File: src/rtl/core/lcsr_pkg.sv
package lcsr_pkg;

  localparam int MaxLines = 16;
  localparam int BlkW     = 32;
  localparam int CfgW     = 5;
  localparam int LinesW   = 5;
  localparam int CntW     = $clog2(MaxLines + 1);
  localparam int AgeW     = (MaxLines > 1) ? $clog2(MaxLines) : 1;

  typedef enum logic [1:0] {
    StIdle,
    StLookup,
    StCommit
  } state_e;

  typedef struct packed {
    logic load;
    logic lookup;
    logic commit;
  } cmd_t;

endpackage

File: src/rtl/core/lcsr_ctrl.sv
module lcsr_ctrl (
  input  logic            clk_i,
  input  logic            rst_ni,
  input  logic            in_valid_i,
  output logic            in_stall_o,
  output logic            out_valid_o,
  input  logic            out_stall_i,
  output lcsr_pkg::cmd_t  cmd_o
);
  import lcsr_pkg::*;

  state_e state_q, state_d;
  logic   out_valid_q, out_valid_d;
  logic   out_free;
  logic   ready;

  assign out_free    = !out_valid_q || !out_stall_i;
  assign out_valid_o = out_valid_q;
  assign in_stall_o  = !ready;

  always_ff @(posedge clk_i or negedge rst_ni) begin
    if (!rst_ni) begin
      state_q     <= StIdle;
      out_valid_q <= 1'b0;
    end else begin
      state_q     <= state_d;
      out_valid_q <= out_valid_d;
    end
  end

  always_comb begin
    state_d     = state_q;
    out_valid_d = out_valid_q && out_stall_i;
    ready       = 1'b0;
    cmd_o       = '0;
    unique case (state_q)
      StIdle: begin
        ready = 1'b1;
      end
      StLookup: begin
        cmd_o.lookup = 1'b1;
        state_d      = StCommit;
      end
      StCommit: begin
        if (out_free) begin
          cmd_o.commit = 1'b1;
          out_valid_d  = 1'b1;
          ready        = 1'b1;
          state_d      = StIdle;
        end
      end
      default: begin
        state_d = StIdle;
      end
    endcase
    // a new request may enter in the same cycle the previous one commits
    if (ready && in_valid_i) begin
      cmd_o.load = 1'b1;
      state_d    = StLookup;
    end
  end

endmodule

File: src/rtl/core/lcsr_datapath.sv
module lcsr_datapath (
  input  logic                         clk_i,
  input  logic                         rst_ni,
  input  lcsr_pkg::cmd_t               cmd_i,
  input  logic                         cfg_we_i,
  input  logic [lcsr_pkg::CfgW-1:0]    cfg_wdata_i,
  input  logic                         func_i,
  input  logic [lcsr_pkg::BlkW-1:0]    block_id_i,
  output logic                         hit_o,
  output logic                         evicted_valid_o,
  output logic [lcsr_pkg::BlkW-1:0]    evicted_block_o,
  output logic                         evicted_dirty_o,
  output logic [lcsr_pkg::LinesW-1:0]  lines_used_o
);
  import lcsr_pkg::*;

  // line store
  logic [BlkW-1:0]     blk_q   [MaxLines];
  logic [BlkW-1:0]     blk_d   [MaxLines];
  logic [MaxLines-1:0] valid_q, valid_d;
  logic [MaxLines-1:0] dirty_q, dirty_d;
  logic [AgeW-1:0]     age_q   [MaxLines];
  logic [AgeW-1:0]     age_d   [MaxLines];
  logic [CntW-1:0]     occ_q, occ_d;
  logic [CfgW-1:0]     active_q;

  // request and lookup results
  logic                req_func_q;
  logic [BlkW-1:0]     req_blk_q;
  logic [MaxLines-1:0] hit_vec_q, hit_vec_d;
  logic [MaxLines-1:0] lru_vec_q, lru_vec_d;
  logic [AgeW-1:0]     hit_age_q, hit_age_d;
  logic                evict_q, evict_d;
  logic [BlkW-1:0]     ev_blk_q, ev_blk_d;
  logic                ev_dirty_q, ev_dirty_d;

  // result register
  logic                hit_q;
  logic                ev_valid_oq;
  logic [BlkW-1:0]     ev_blk_oq;
  logic                ev_dirty_oq;
  logic [LinesW-1:0]   lines_q;

  logic [CntW-1:0]     limit;
  logic [CntW-1:0]     active_ext;
  logic [AgeW-1:0]     lru_age;
  logic                hit;
  logic [MaxLines-1:0] clr_vec;
  logic [MaxLines-1:0] free_vec;
  logic [MaxLines-1:0] slot_vec;

  assign active_ext = CntW'(active_q);
  assign lru_age    = AgeW'(occ_q - CntW'(1));

  always_comb begin
    if (active_q == '0) begin
      limit = CntW'(1);
    end else if (active_ext > CntW'(MaxLines)) begin
      limit = CntW'(MaxLines);
    end else begin
      limit = active_ext;
    end
  end

  // lookup: tag compare and LRU pick over all lines
  always_comb begin
    hit_age_d  = '0;
    ev_blk_d   = '0;
    ev_dirty_d = 1'b0;
    for (int i = 0; i < MaxLines; i++) begin
      hit_vec_d[i] = valid_q[i] && (blk_q[i] == req_blk_q);
      lru_vec_d[i] = valid_q[i] && (age_q[i] == lru_age);
    end
    evict_d = (hit_vec_d == '0) && (occ_q >= limit) && (occ_q != '0);
    for (int i = 0; i < MaxLines; i++) begin
      hit_age_d = hit_age_d | (age_q[i] & {AgeW{hit_vec_d[i]}});
      ev_blk_d  = ev_blk_d | (blk_q[i] & {BlkW{lru_vec_d[i] && evict_d}});
      ev_dirty_d = ev_dirty_d | (dirty_q[i] && lru_vec_d[i] && evict_d);
    end
  end

  // commit: recency, dirty and fill update
  assign hit      = |hit_vec_q;
  assign clr_vec  = evict_q ? lru_vec_q : '0;
  assign free_vec = ~valid_q | clr_vec;
  assign slot_vec = free_vec & (~free_vec + MaxLines'(1));

  always_comb begin
    valid_d = valid_q;
    dirty_d = dirty_q;
    occ_d   = occ_q;
    for (int i = 0; i < MaxLines; i++) begin
      blk_d[i] = blk_q[i];
      age_d[i] = age_q[i];
    end
    if (hit) begin
      for (int i = 0; i < MaxLines; i++) begin
        if (hit_vec_q[i]) begin
          age_d[i]   = '0;
          dirty_d[i] = dirty_q[i] | req_func_q;
        end else if (valid_q[i] && (age_q[i] < hit_age_q)) begin
          age_d[i] = age_q[i] + AgeW'(1);
        end
      end
    end else begin
      for (int i = 0; i < MaxLines; i++) begin
        if (slot_vec[i]) begin
          valid_d[i] = 1'b1;
          dirty_d[i] = 1'b0;
          age_d[i]   = '0;
          blk_d[i]   = req_blk_q;
        end else if (clr_vec[i]) begin
          valid_d[i] = 1'b0;
          dirty_d[i] = 1'b0;
          age_d[i]   = '0;
        end else if (valid_q[i]) begin
          age_d[i] = age_q[i] + AgeW'(1);
        end
      end
      occ_d = occ_q - CntW'(evict_q) + CntW'(|free_vec);
    end
  end

  always_ff @(posedge clk_i or negedge rst_ni) begin
    if (!rst_ni) begin
      valid_q  <= '0;
      dirty_q  <= '0;
      occ_q    <= '0;
      active_q <= CfgW'(16);
      for (int i = 0; i < MaxLines; i++) begin
        age_q[i] <= '0;
      end
    end else begin
      if (cfg_we_i) begin
        active_q <= cfg_wdata_i;
      end
      if (cmd_i.commit) begin
        valid_q <= valid_d;
        dirty_q <= dirty_d;
        occ_q   <= occ_d;
        for (int i = 0; i < MaxLines; i++) begin
          age_q[i] <= age_d[i];
        end
      end
    end
  end

  always_ff @(posedge clk_i) begin
    if (cmd_i.load) begin
      req_func_q <= func_i;
      req_blk_q  <= block_id_i;
    end
    if (cmd_i.lookup) begin
      hit_vec_q  <= hit_vec_d;
      lru_vec_q  <= lru_vec_d;
      hit_age_q  <= hit_age_d;
      evict_q    <= evict_d;
      ev_blk_q   <= ev_blk_d;
      ev_dirty_q <= ev_dirty_d;
    end
    if (cmd_i.commit) begin
      for (int i = 0; i < MaxLines; i++) begin
        blk_q[i] <= blk_d[i];
      end
      hit_q       <= hit;
      ev_valid_oq <= evict_q;
      ev_blk_oq   <= ev_blk_q;
      ev_dirty_oq <= ev_dirty_q;
      lines_q     <= LinesW'(occ_d);
    end
  end

  assign hit_o           = hit_q;
  assign evicted_valid_o = ev_valid_oq;
  assign evicted_block_o = ev_blk_oq;
  assign evicted_dirty_o = ev_dirty_oq;
  assign lines_used_o    = lines_q;

endmodule

File: src/rtl/core/lru_cache_set_replacement.sv
// LRU replacement for one fully associative set of up to 16 lines. Each request is a read or
// write of a 32-bit block id; every request gives exactly one result with hit, eviction
// (block id and dirty mark, zero when none) and lines in use afterwards. A request passes a
// lookup state, for the tag compare across all lines and the pick of the least recently used
// line, and a commit state, to update recency ranks, dirty marks and the fill. The next
// request is taken in the cycle the previous one commits, so only one is in flight. A result
// waiting on the output stalls the commit, not the lookup. The line count register is written
// with cfg_we_i; 0 acts as 1 and values above 16 act as 16. Lowering it below the current fill
// evicts one line per later miss. Write it only while the block is idle.
module lru_cache_set_replacement (
  input  logic                         clk_i,
  input  logic                         rst_ni,
  input  logic                         cfg_we_i,
  input  logic [lcsr_pkg::CfgW-1:0]    cfg_wdata_i,
  input  logic                         in_valid_i,
  output logic                         in_stall_o,
  input  logic                         func_i,
  input  logic [lcsr_pkg::BlkW-1:0]    block_id_i,
  output logic                         out_valid_o,
  input  logic                         out_stall_i,
  output logic                         hit_o,
  output logic                         evicted_valid_o,
  output logic [lcsr_pkg::BlkW-1:0]    evicted_block_o,
  output logic                         evicted_dirty_o,
  output logic [lcsr_pkg::LinesW-1:0]  lines_used_o
);
  import lcsr_pkg::*;

  cmd_t cmd;

  lcsr_ctrl u_ctrl (
    .clk_i       (clk_i),
    .rst_ni      (rst_ni),
    .in_valid_i  (in_valid_i),
    .in_stall_o  (in_stall_o),
    .out_valid_o (out_valid_o),
    .out_stall_i (out_stall_i),
    .cmd_o       (cmd)
  );

  lcsr_datapath u_datapath (
    .clk_i           (clk_i),
    .rst_ni          (rst_ni),
    .cmd_i           (cmd),
    .cfg_we_i        (cfg_we_i),
    .cfg_wdata_i     (cfg_wdata_i),
    .func_i          (func_i),
    .block_id_i      (block_id_i),
    .hit_o           (hit_o),
    .evicted_valid_o (evicted_valid_o),
    .evicted_block_o (evicted_block_o),
    .evicted_dirty_o (evicted_dirty_o),
    .lines_used_o    (lines_used_o)
  );

endmodule

File: config.mk
export PLATFORM = sky130hd
export DESIGN_NAME = lru_cache_set_replacement
export DESIGN_NICKNAME = d
export VERILOG_FILES = /design/src/rtl/core/lcsr_pkg.sv /design/src/rtl/core/lcsr_ctrl.sv /design/src/rtl/core/lcsr_datapath.sv /design/src/rtl/core/lru_cache_set_replacement.sv
export SDC_FILE = /design/constraint.sdc
export NUM_CORES = 1
export LEC_CHECK = 0
export BUFFER_PORTS_ARGS = -buffer_cell sky130_fd_sc_hd__buf_2
export CELL_PAD_IN_SITES_DETAIL_PLACEMENT = 1
export CELL_PAD_IN_SITES_GLOBAL_PLACEMENT = 2
export CORE_UTILIZATION = 49
export CTS_CLUSTER_SIZE = 10
export DETAILED_ROUTE_END_ITERATION = 8
export PLACE_DENSITY = 0.82
export SLEW_MARGIN = 20
export SYNTH_ARGS = -nofsm -noshare
export SYNTH_HDL_FRONTEND = slang
export SYNTH_SLANG_ARGS = --single-unit
File: constraint.sdc
create_clock -name clk_i -period 14.64 [get_ports clk_i]
set_input_delay 2.928 -clock clk_i [delete_from_list [all_inputs] [get_ports clk_i]]
set_output_delay 2.928 -clock clk_i [all_outputs]
set_load 0.01 [all_outputs]
---- Word level (Yosys, flattened, before mapping) ----
Memory sizes are Yosys's and may differ from the RTL's.
Cells that the tools add are included.
operators by class
  $add $sub $neg .......................... 20
  magnitude comparators ................... 18
  equal/unequal tests ..................... 68
  muxes and demuxes ....................... 179
  bitwise logic cells ..................... 98
  reduce and logical (&&, ||, !) cells .... 207
operators by type and width
  kind                                                              count
  32-bit bitwise AND                                                16
  32-bit == test                                                    16
  32-bit 2-to-1 mux                                                 16
  512-bit 2-to-1 mux                                                1
  32-bit bitwise OR                                                 15
  4-bit 2-to-1 mux                                                  80
  3-bit AND reduction                                               48
  1-bit logical AND                                                 100
  1-bit 2-to-1 mux                                                  72
  4-bit by 1-bit adder with 4-bit output (second input constant)    16
  4-bit bitwise AND                                                 16
  4-bit == test                                                     16
  4-bit < comparator                                                16
  64-bit 2-to-1 mux                                                 1
  4-bit nonzero test                                                16
  4-bit bitwise OR                                                  15
  3-bit by 2-bit != test with 1-bit output (second input constant)  16
  3-bit nonzero test                                                16
  2-bit by 1-bit != test with 1-bit output (second input constant)  17
  16-bit 2-to-1 mux                                                 2
  16-bit NOT                                                        2
  2-bit nonzero test                                                16
  16-bit OR reduction                                               2
  1-bit bitwise OR                                                  31
  23 further kinds                                                  28
word-level totals
  register bits after elaboration ......... 252
  RAM bits ................................ 512
  input bits .............................. 43
  output and inout port bits .............. 42
  word-level logic and storage cells ...... 656
  memories ................................ 1
memories
  memory            words  width  rd ports  clocked after Yosys merged registers in  write ports  line                 RTL
  u_datapath.blk_q  16     32     16        0                                        16           lcsr_datapath.sv:18  logic [BlkW-1:0] blk_q [MaxLines];

---- Logic depth before layout (Yosys ltp) ----
Gate-level depths: netlist of run 1.
  word-level depth ........................ 23
  gate-level depth with buffers ........... 17
  mapped depth without buffers ............ 15

---- By module ----
A second synthesis of run 1 with hierarchy kept.
unflattened totals
  cell total of the unflattened synthesis .. 2,982
  area, all modules ....................... 38,629.5 um2
modules (own cells, without submodules)
  module         instances  cells an instance  area each (um2)  sequential area each (um2)
  lcsr_datapath  1          2,969              38,489.4         22,322.7
  lcsr_ctrl      1          13                 140.1            75.1

---- Worst setup path after synthesis of run 1 ----
No wires, ideal clock.
  path kind ............................... input -> register
  from .................................... input out_stall_i
  to ...................................... memory u_datapath.blk_q[6][0], in the netlist u_datapath.blk_q[0][192], enable pin
  library setup time ...................... 0.470 ns
  data arrival time ....................... 6.258 ns
  data required time ...................... 14.170 ns
  slack ................................... 7.912 ns
  stages on the path ...................... 8
  path buffers ............................ 2
  cells stage by stage .................... nand2_1 -> nand2b_1 -> clkbuf_1 -> inv_1 -> nand2_1 -> clkbuf_1 -> or2_2 -> a211oi_1
RTL lines
  what         line                             RTL
  from (decl)  lru_cache_set_replacement.sv:20  input logic out_stall_i,
  to (decl)    lcsr_datapath.sv:18

---- Worst setup path after layout of run 1 ----
  from .................................... input out_stall_i
  to ...................................... output in_stall_o
between the ends
  word-level cells in the longest chain between the ends .. 5
RTL lines
  what                                   line                             RTL
  1-bit logical NOT                      lcsr_ctrl.sv:17                  assign out_free = !out_valid_q || !out_stall_i;
  1-bit logical OR                       lcsr_ctrl.sv:17
  1-bit 2-to-1 mux                       lcsr_ctrl.sv:45                  if (out_free) begin
  1-bit one-hot mux with 2 select lines  lcsr_ctrl.sv:36                  unique case (state_q)
  1-bit logical NOT                      lcsr_ctrl.sv:19                  assign in_stall_o = !ready;
  to (decl)                              lru_cache_set_replacement.sv:16  output logic in_stall_o,
Every way passes these cells.

==> results of run 1 <==
==> flip-flops by register name, summed over array words and instances, names as in the netlist <==
name	count
u_datapath.req_blk_q	32
u_datapath.active_ext	5
u_datapath.ev_dirty_q	1
u_datapath.dirty_q	16
u_datapath.ev_blk_q	32
u_datapath.hit_o	1
u_datapath.evicted_block_o	32
u_datapath.hit_age_q	4
u_datapath.evict_q	1
u_datapath.evicted_dirty_o	1
u_datapath.lru_vec_q	16
u_datapath.age_q	64
u_datapath.lines_used_o	5
u_ctrl.state_q	2
u_datapath.valid_q	16
u_datapath.hit_vec_q	16
u_datapath.blk_q	512
u_datapath.occ_q	5
u_ctrl.out_valid_o	1
u_datapath.evicted_valid_o	1
u_datapath.req_func_q	1
==> critical path: cells and delay by family <==
kind                   cells  cell delay [ns]
AOI/OAI and AO/OA          1             0.22
buffers and inverters      2             0.24
==> metrics by stage <==
step | setup WS (ns) | hold slack, ns
3_3_place_gp | 8.31 | 0.403
6_report | 8.31 | 0.416
4_1_cts | 8.31 | 0.416
3_5_place_dp | 8.31 | 0.406
5_1_grt | 8.29 | 0.427
2_1_floorplan | 7.91 | 0.400
==> cell families (layout without fill, tap and decap cells) <==
logic type                 Yosys count  in the layout  synth area share (%)
DFF                                764            764                  59.0
and+or+nand+nor                    655            655                  10.1
xor gates and xnor gates           606            606                  14.6
AOI/OAI and AO/OA                  566            566                  10.7
buffers and inverters              236            385                  2.79
adders and majority gates           80             80                  2.66
muxes                                9              9                 0.257
other                                0              4                     0
==> power by group through the flow <==
stage	Clock, mW	Combinational [mW]	Sequential [mW]
3_3_place_gp	0	0.380	2.54
6_report	2.07	0.403	2.50
3_5_place_dp	0	0.398	2.54
4_1_cts	2.08	0.401	2.50
5_1_grt	2.15	0.431	2.50
2_1_floorplan	0	0.232	2.53
==> synth_stat cells, types with 49 or more instances <==
master    count
nor2_1       68
ha_1         79
nand2_1     114
nor3_1       50
nand4_1      64
o21ai_0      76
clkbuf_1     61
a22o_1       87
dfrtp_1     108
nand3_1      49
xor2_1      463
xnor2_1     126
a22oi_1     139
nor4_1      111
buf_2        90
inv_1        65
a21oi_1      80
edfxtp_1    655
==> worst max-delay path by stage <==
stage                            from                  endpoint  slack, ns  cells past startpoint
final                     out_stall_i                in_stall_o       8.31                      3
after global routing      out_stall_i                in_stall_o       8.29                      3
after CTS                 out_stall_i                in_stall_o       8.31                      3
after detailed placement  out_stall_i                in_stall_o       8.31                      3
after global placement    out_stall_i                in_stall_o       8.31                      3
after floorplan           out_stall_i  u_datapath.blk_q[0][192]       7.91                      8
==> layer usage <==
layer,GRT usage [%],up-vias,wire (um)
met1,49.6,14400,56400
met4,18.9,6,8560
li1,-,11300,-
met3,5.60,334,12900
met2,57.6,1671,66800
met5,0,-,34
==> cell type report <==
type / count / area, um2 / area share (%)
flip-flops and latches: 764 / 22400 / 52.6
multi-input cells: 1916 / 14800 / 34.7
clock buffers: 119 / 2380 / 5.60
well taps: 1030 / 1290 / 3.03
repair buffers: 180 / 1240 / 2.91
inverters: 67 / 253 / 0.594
clock inverters: 19 / 201 / 0.473
diodes: 4 / 10.0 / 0.0235
==> cells in the final DEF, fill, tap and decap left out, types with 22 or more instances in the layout <==
| cell | instances |
|---|---|
| nor2_1 | 65 |
| xnor2_1 | 126 |
| clkbuf_1 | 28 |
| inv_1 | 64 |
| ha_1 | 79 |
| buf_2 | 83 |
| o21ai_0 | 76 |
| buf_4 | 91 |
| nor4_1 | 111 |
| xor2_1 | 463 |
| a22oi_1 | 139 |
| a22o_1 | 87 |
| a21o_1 | 36 |
| a21oi_1 | 71 |
| nand2b_1 | 39 |
| and4_1 | 40 |
| nand4_1 | 64 |
| edfxtp_1 | 655 |
| nand2_1 | 114 |
| nor3_1 | 42 |
| dfrtp_1 | 108 |
| nand3_1 | 49 |
| o211ai_1 | 22 |
| a221oi_1 | 31 |
| clkbuf_16 | 91 |
==> summary.md, run 1 <==
| Metric | Value |
|---|---|
| Crit Path Category | `primary input to primary output` |
| TritonRoute pass-1 iters | `6` |
| DRC | `0` |
| Synth cell types | `75` |
| RR Endpoint | `u_datapath.ev_blk_q[29]` |
| Ys flop type | `edfxtp_1` |
| Port bufs | `84` |
| Post-Syn Instances | `between 2000 and 3000` |
| Die H | `280 um` |
| Vias per cell | `~6.7` |
| Final Cycle Share | `around 43%` |
| RSZ-0062 raised after global routing | `false` |
| Layout Utilization | `a little under three fifths` |
| Sink Count | `~760` |
| Max VDD drop | `about 0.14 mV` |
| Number of synthesized flops with an enable pin | `655` |
| Switch Pwr | `1.27 mW` |
| Antenna violations before repair | `7` |
| Status | `finished clean` |
| TritonCTS Buffers | `90` |
| Die area | `78600 um2` |
| Crit path max fanout | `3` |
| Clk root buf | `clkbuf_16` |
| Switching part of the total | `around 26%` |
| Post-route setup TNS | `0 ns` |
| Core box area | `around 76000 um2` |
| Fmax | `158 MHz` |
| Total GRT Usage | `36.8%` |
| Quantity of gates resized following cts | `0` |
| PD cells | `approximately 120 nW/um2` |
| R2R cell count | `11` |
| P_int | `3.70 mW` |
| Synth top area share | `51.8%` |
| Avg Cell Area, Syn | `13.0 um2` |
| I/O pin count | `between 80 and 90` |
| #FFs+latches synth | `~760` |
| Net count after synthesis | `about 3000` |
| Initial DRC count | `~3700` |
| Starting Density | `between 40% and 50%` |
| Leakage | `about 16 nW` |
| Register area share after synthesis | `about three fifths` |
| WL final | `145000 um` |
| DP HPWL | `~100000 um` |
| Postcts setup bufs | `0` |
| Vias in the first global route | `about 27000` |
| Largest net degree at the start of global routing | `77` |
| Layout area overhead | `12.0%` |
| # fillers | `~7600` |
| Worst clock skew | `0.0679 ns` |
| # hold bufs at CTS | `0` |
| CTS H-tree depth | `3` |
| Via Count | `27600` |
| Synth area leader | `edfxtp_1` |
| Slew at the pin closest to its max-slew limit | `1.16 ns` |
| First-pass GRT wire length | `around 200000 um` |
| Placer Congestion | `around 0.98` |
| Rows | `about 100` |
| CP max-delay cell | `a31o_2` |
| Routed len/inst | `roughly 35 um` |
| Clk buf depth | `3` |
| Req. time, crit path | `between 10 and 15 ns` |
| Critical Path Most Common Cell | `buf_2` |
| Reg2reg start | `u_datapath.occ_q[2]` |
| Clk Latency, worst-skew pair | `roughly 0.7 ns` |
| Pins Over Slew Limit | `0` |
| Worst hold path class | `register to register` |
| Routed Antenna Nets | `0` |
| CTS tree | `done` |
| Clock-pin transition on the worst setup and hold timing paths | `roughly 0.05 ns` |
| Fraction of layout cells with a size suffix above 1 | `10.7%` |
| CP startpoint kind | `primary input` |
| Synth async-reset ratio | `14.3%` |
| Seq pwr share | `50.3%` |
| Grt total ovfl | `0` |
| Final setup viols | `0` |
| Number of max-cap violations | `0` |
| Hold path cells | `0` |
| Min-Delay Endpoint | `u_datapath.evicted_dirty_o` |
| Reg-to-reg slack, setup | `9.83 ns` |
| Hold Vio Cnt, Final | `0` |
| Die Wd | `~280 um` |
| Design Power | `just under 5 mW` |
| Comb power frac | `8.1%` |
| Fin area | `around 43000 um2` |
| Placed cell area | `between 30000 and 40000 um2` |
| Period minus WS final | `between 6 and 7 ns` |
| Synth warn | `0` |
| Most area-consuming cells after synthesis | `edfxtp_1 52%, xor2_1 11%, dfrtp_1 7.1%` |
| Mapped Area | `between 30000 and 40000 um2` |
| CP peak stage delay | `~0.22 ns` |
| Placed Cells | `between 3000 and 4000` |
| Nets | `~3100` |
| Arr. time, crit path | `3.40 ns` |
| Setup crit end kind | `primary output` |
| Critical path, cell by cell | `buf_2 > a31o_2 > buf_2` |
| Slew margin rel. | `roughly 23%` |
| Clock power frac | `a little over two fifths` |
| Non-Filler Instances | `4099` |
| Hold path start | `u_datapath.ev_dirty_q` |
Note: power is estimated with default switching activity, not from simulation.
==> inputs of run 2 (changes only) <==
--- a/config.mk
+++ b/config.mk
@@ -5,13 +5,14 @@
 export SDC_FILE = /design/constraint.sdc
 export NUM_CORES = 1
 export LEC_CHECK = 0
+export ABC_AREA = 1
 export BUFFER_PORTS_ARGS = -buffer_cell sky130_fd_sc_hd__buf_2
 export CELL_PAD_IN_SITES_DETAIL_PLACEMENT = 1
 export CELL_PAD_IN_SITES_GLOBAL_PLACEMENT = 2
-export CORE_UTILIZATION = 49
+export CORE_UTILIZATION = 37
 export CTS_CLUSTER_SIZE = 10
 export DETAILED_ROUTE_END_ITERATION = 8
-export PLACE_DENSITY = 0.82
+export PLACE_DENSITY = 0.73
 export SLEW_MARGIN = 20
 export SYNTH_ARGS = -nofsm -noshare
 export SYNTH_HDL_FRONTEND = slang
==> constraint.sdc (replaced) <==
create_clock -name clk_i -period 5.6 [get_ports clk_i]
set_input_delay 1.12 -clock clk_i [delete_from_list [all_inputs] [get_ports clk_i]]
set_output_delay 1.12 -clock clk_i [all_outputs]
set_load 0.01 [all_outputs]
==> run 2 against run 1 <==
  * Wire length grew 37%
  * Register-to-register slack lost 9.0 ns
  * Power grew to 3.3 times the previous value
  * Die area grew 50%
  * Highest routed layer is now met4
  * Clock skew shrank 0.017 ns
  * Clock-buffer cell count grew 9
  * Via count grew 37%
  * Critical path depth grew 14
==> summary.md, run 2 <==
| Metric | Value |
|---|---|
| Status | `finished clean` |
| Number of max-cap violations | `0` |
| Final hold slack | `~0.44 ns` |
| Via Count | `37900` |
| Placer Congestion | `0.951` |
| TritonRoute pass-1 iters | `5` |
| Number of synthesized flops with an enable pin | `approximately 660` |
| Crit Path Category | `register to register` |
| DP HPWL | `141000 um` |
| Clock power frac | `a little under two fifths` |
| Port bufs | `84` |
| Worst hold path class | `register to register` |
| Fraction of layout cells with a size suffix above 1 | `9.66%` |
| Vias in the first global route | `roughly 37000` |
| Clk root buf | `clkbuf_16` |
| Grt total ovfl | `0` |
| Slew margin rel. | `between 10% and 20%` |
| Largest net degree at the start of global routing | `89` |
| Reg2reg start | `u_datapath.req_blk_q[17]` |
| Post-Synth Adder-Cell Area | `around 2.3%` |
| Quantity of gates resized following cts | `0` |
| R2R cell count | `17` |
| Clock-pin transition on the worst setup and hold timing paths | `0.06 ns` |
| Commonest non-fill, non-tap cells in the layout | `1110 x nand2_1, 655 x edfxtp_1, 610 x nand4_1` |
| Design Power | `~16 mW` |
| Max reg flops | `a little over 500` |
| Register area share after synthesis | `slightly above 50%` |
| Synth area leader | `edfxtp_1` |
| Initial DRC count | `~4200` |
| Hold path cells | `0` |
| Post-Syn Instances | `4788` |
| P_int | `approximately 11 mW` |
| Clk Latency, worst-skew pair | `between 0.7 and 0.8 ns` |
| Antenna violations before repair | `8` |
| Crit path max fanout | `50` |
| Post-route setup TNS | `0 ns` |
| Synth async-reset ratio | `approximately 14%` |
| Postcts setup bufs | `0` |
| Largest registers | `u_datapath.blk_q: 512 flops, u_datapath.age_q: 64 flops` |
| Clk buf depth | `3` |
| Core box area | `about 110000 um2` |
| Die H | `around 340 um` |
| Most area-consuming cells after synthesis | `edfxtp_1 46%, nand2_1 9.7%, nand4_1 8.9%` |
| Comb power frac | `a little over a fifth` |
| Arr. time, crit path | `5.24 ns` |
| Top-count cell post-synth | `nand2_1` |
| Post-synthesis mux area share | `0%` |
| Reg with most FFs | `u_datapath.blk_q` |
| Worst clock skew | `slightly above 0.05 ns` |
| WL final | `198000 um` |
| Switching part of the total | `about 34%` |
| RSZ-0062 raised after global routing | `false` |
| Synth warn | `0` |
| Total GRT Usage | `between 30 and 40%` |
| # hold bufs at CTS | `0` |
| Final setup viols | `0` |
| Vias per cell | `5.89` |
| Routed len/inst | `between 30 and 40 um` |
| Pins Over Slew Limit | `0` |
| Commonest non-fill, non-tap cell in the layout | `nand2_1` |
| Synth cell types | `66` |
| Min-Delay Endpoint | `u_datapath.evicted_block_o[24]` |
| Net count after synthesis | `4911` |
| Setup crit end kind | `register` |
| Max VDD drop | `about 0.26 mV` |
| Sink Count | `764` |
| Final Cycle Share | `about 86%` |
| Switch Pwr | `around 5.6 mW` |
| CTS H-tree depth | `3` |
| Largest family of logic cells by synthesized area | `simple AND/OR/NAND/NOR gates` |
| Slew at the pin closest to its max-slew limit | `roughly 1.2 ns` |
| Complex-gate fraction of the synthesized area | `~6.7%` |
| Seq pwr share | `between 40% and 50%` |
| RR Endpoint | `u_datapath.ev_blk_q[6]` |
| PD cells | `about 340 nW/um2` |
| CP startpoint kind | `register` |
| Simple-gate portion of the synthesized area | `25.3%` |
| Rows | `between 100 and 150` |
| Layout area overhead | `12.2%` |
| DRC | `0` |
| Fmax | `just over 200 MHz` |
| Req. time, crit path | `6.02 ns` |
| Die area | `around 120000 um2` |
| Hold Vio Cnt, Final | `0` |
| Hold path start | `u_datapath.ev_blk_q[24]` |
| Period minus WS final | `4.82 ns` |
| Routed Antenna Nets | `0` |
| Die Wd | `around 340 um` |
| Leakage | `approximately 20 nW` |
| Reg-to-reg slack, setup | `~0.78 ns` |
| Xor-xnor portion of the synthesized cell area | `4.55%` |
| Synth top area share | `between 40% and 50%` |
| TritonCTS Buffers | `95` |
| Top post-synthesis cells by count | `1110 x nand2_1, 655 x edfxtp_1, 610 x nand4_1` |
| # fillers | `about 13000` |
| Avg Cell Area, Syn | `~9 um2` |
| Starting Density | `a little under two fifths` |
| Ys flop type | `edfxtp_1` |
| CTS tree | `done` |
| Mapped Area | `about 43000 um2` |
| First-pass GRT wire length | `about 280000 um` |
| #FFs+latches synth | `~760` |
| I/O pin count | `85` |
| Nets | `around 5000` |
## run 2: changes by cell type after synthesis, moves of 67 or more
cell,before,now
a22o_1,87,1
nand3_1,49,116
nor4_1,111,6
nor2_1,68,378
a22oi_1,139,0
o21ai_0,76,224
inv_1,65,591
nand2_1,114,1110
nand4_1,64,610
xor2_1,463,96
## run 2: layout make-up
type,count,area (um2),area share (%)
well taps,1512,1890,3.92
diodes,3,7.51,0.0155
repair buffers,236,1750,3.63
clock inverters,30,343,0.710
multi-input cells,3132,17000,35.2
clock buffers,128,2570,5.32
inverters,626,2360,4.88
flip-flops and latches,764,22400,46.4
## run 2: per-layer routing
layer  wire, um  vias up  GRT usage, %
met2      86400     1748          50.5
met4       8180        0          12.7
met3      17600      296          6.24
met1      85500    19200          46.8
met5          0        -             0
li1           -    16600             -
## run 2: cell families after synthesis
logic type | Yosys count
fa+ha+maj | 80
xor+xnor | 222
compound gates | 494
flops | 764
buf+inv | 892
simple gates | 2336
## run 2: per-stage QoR
step / util, % / instance area [um2] / std cells / setup WS, ns
finish: 42.1 / 48300 / 6431 / 0.783
global route: 42.1 / 48300 / 6428 / 0.832
CTS: 42.1 / 48300 / 6427 / 1.02
detailed placement: 39.5 / 45400 / 6269 / 1.04
global placement: 39.5 / 45300 / 6267 / 0.995
floorplan: - / 43100 / 4788 / 1.12
## run 2: worst max-delay path by stage
stage / startpoint / end / slack, ns / depth (start not counted)
after detailed placement: u_datapath.req_blk_q[14] / u_datapath.ev_blk_q[4] / 1.04 / 19
after CTS: u_datapath.req_blk_q[14] / u_datapath.ev_blk_q[4] / 1.02 / 19
after floorplan: out_stall_i / u_datapath.blk_q[0][32] / 1.12 / 5
after global routing: u_datapath.req_blk_q[2] / u_datapath.ev_blk_q[25] / 0.83 / 18
final: u_datapath.req_blk_q[17] / u_datapath.ev_blk_q[6] / 0.78 / 17
after global placement: u_datapath.req_blk_q[27] / u_datapath.ev_blk_q[6] / 1.0 / 17
## run 2: worst max-delay path, cell delays in order, from the launching register on
cell	delay (ns)
edfxtp_1	0.40
inv_2	0.50
o21ai_0	0.16
nor2_1	0.14
nand2_1	0.06
nor3_1	0.87
nand3_2	0.46
nand2_1	0.17
nor2_1	0.06
nand2_2	0.13
nor2_8	0.17
buf_4	0.31
nand4_1	0.09
nand2_1	0.07
inv_1	0.13
nand2_1	0.08
nor2_1	0.46
nand2_1	0.19
## run 2: power by group through the flow
stage | combinational (mW) | sequential (mW) | clock, mW
CTS | 3.38 | 6.86 | 6.08
global placement | 3.30 | 6.97 | 0
global route | 3.65 | 6.90 | 6.25
floorplan | 2.09 | 6.87 | 0
detailed placement | 3.37 | 6.97 | 0
finish | 3.44 | 6.86 | 6.00
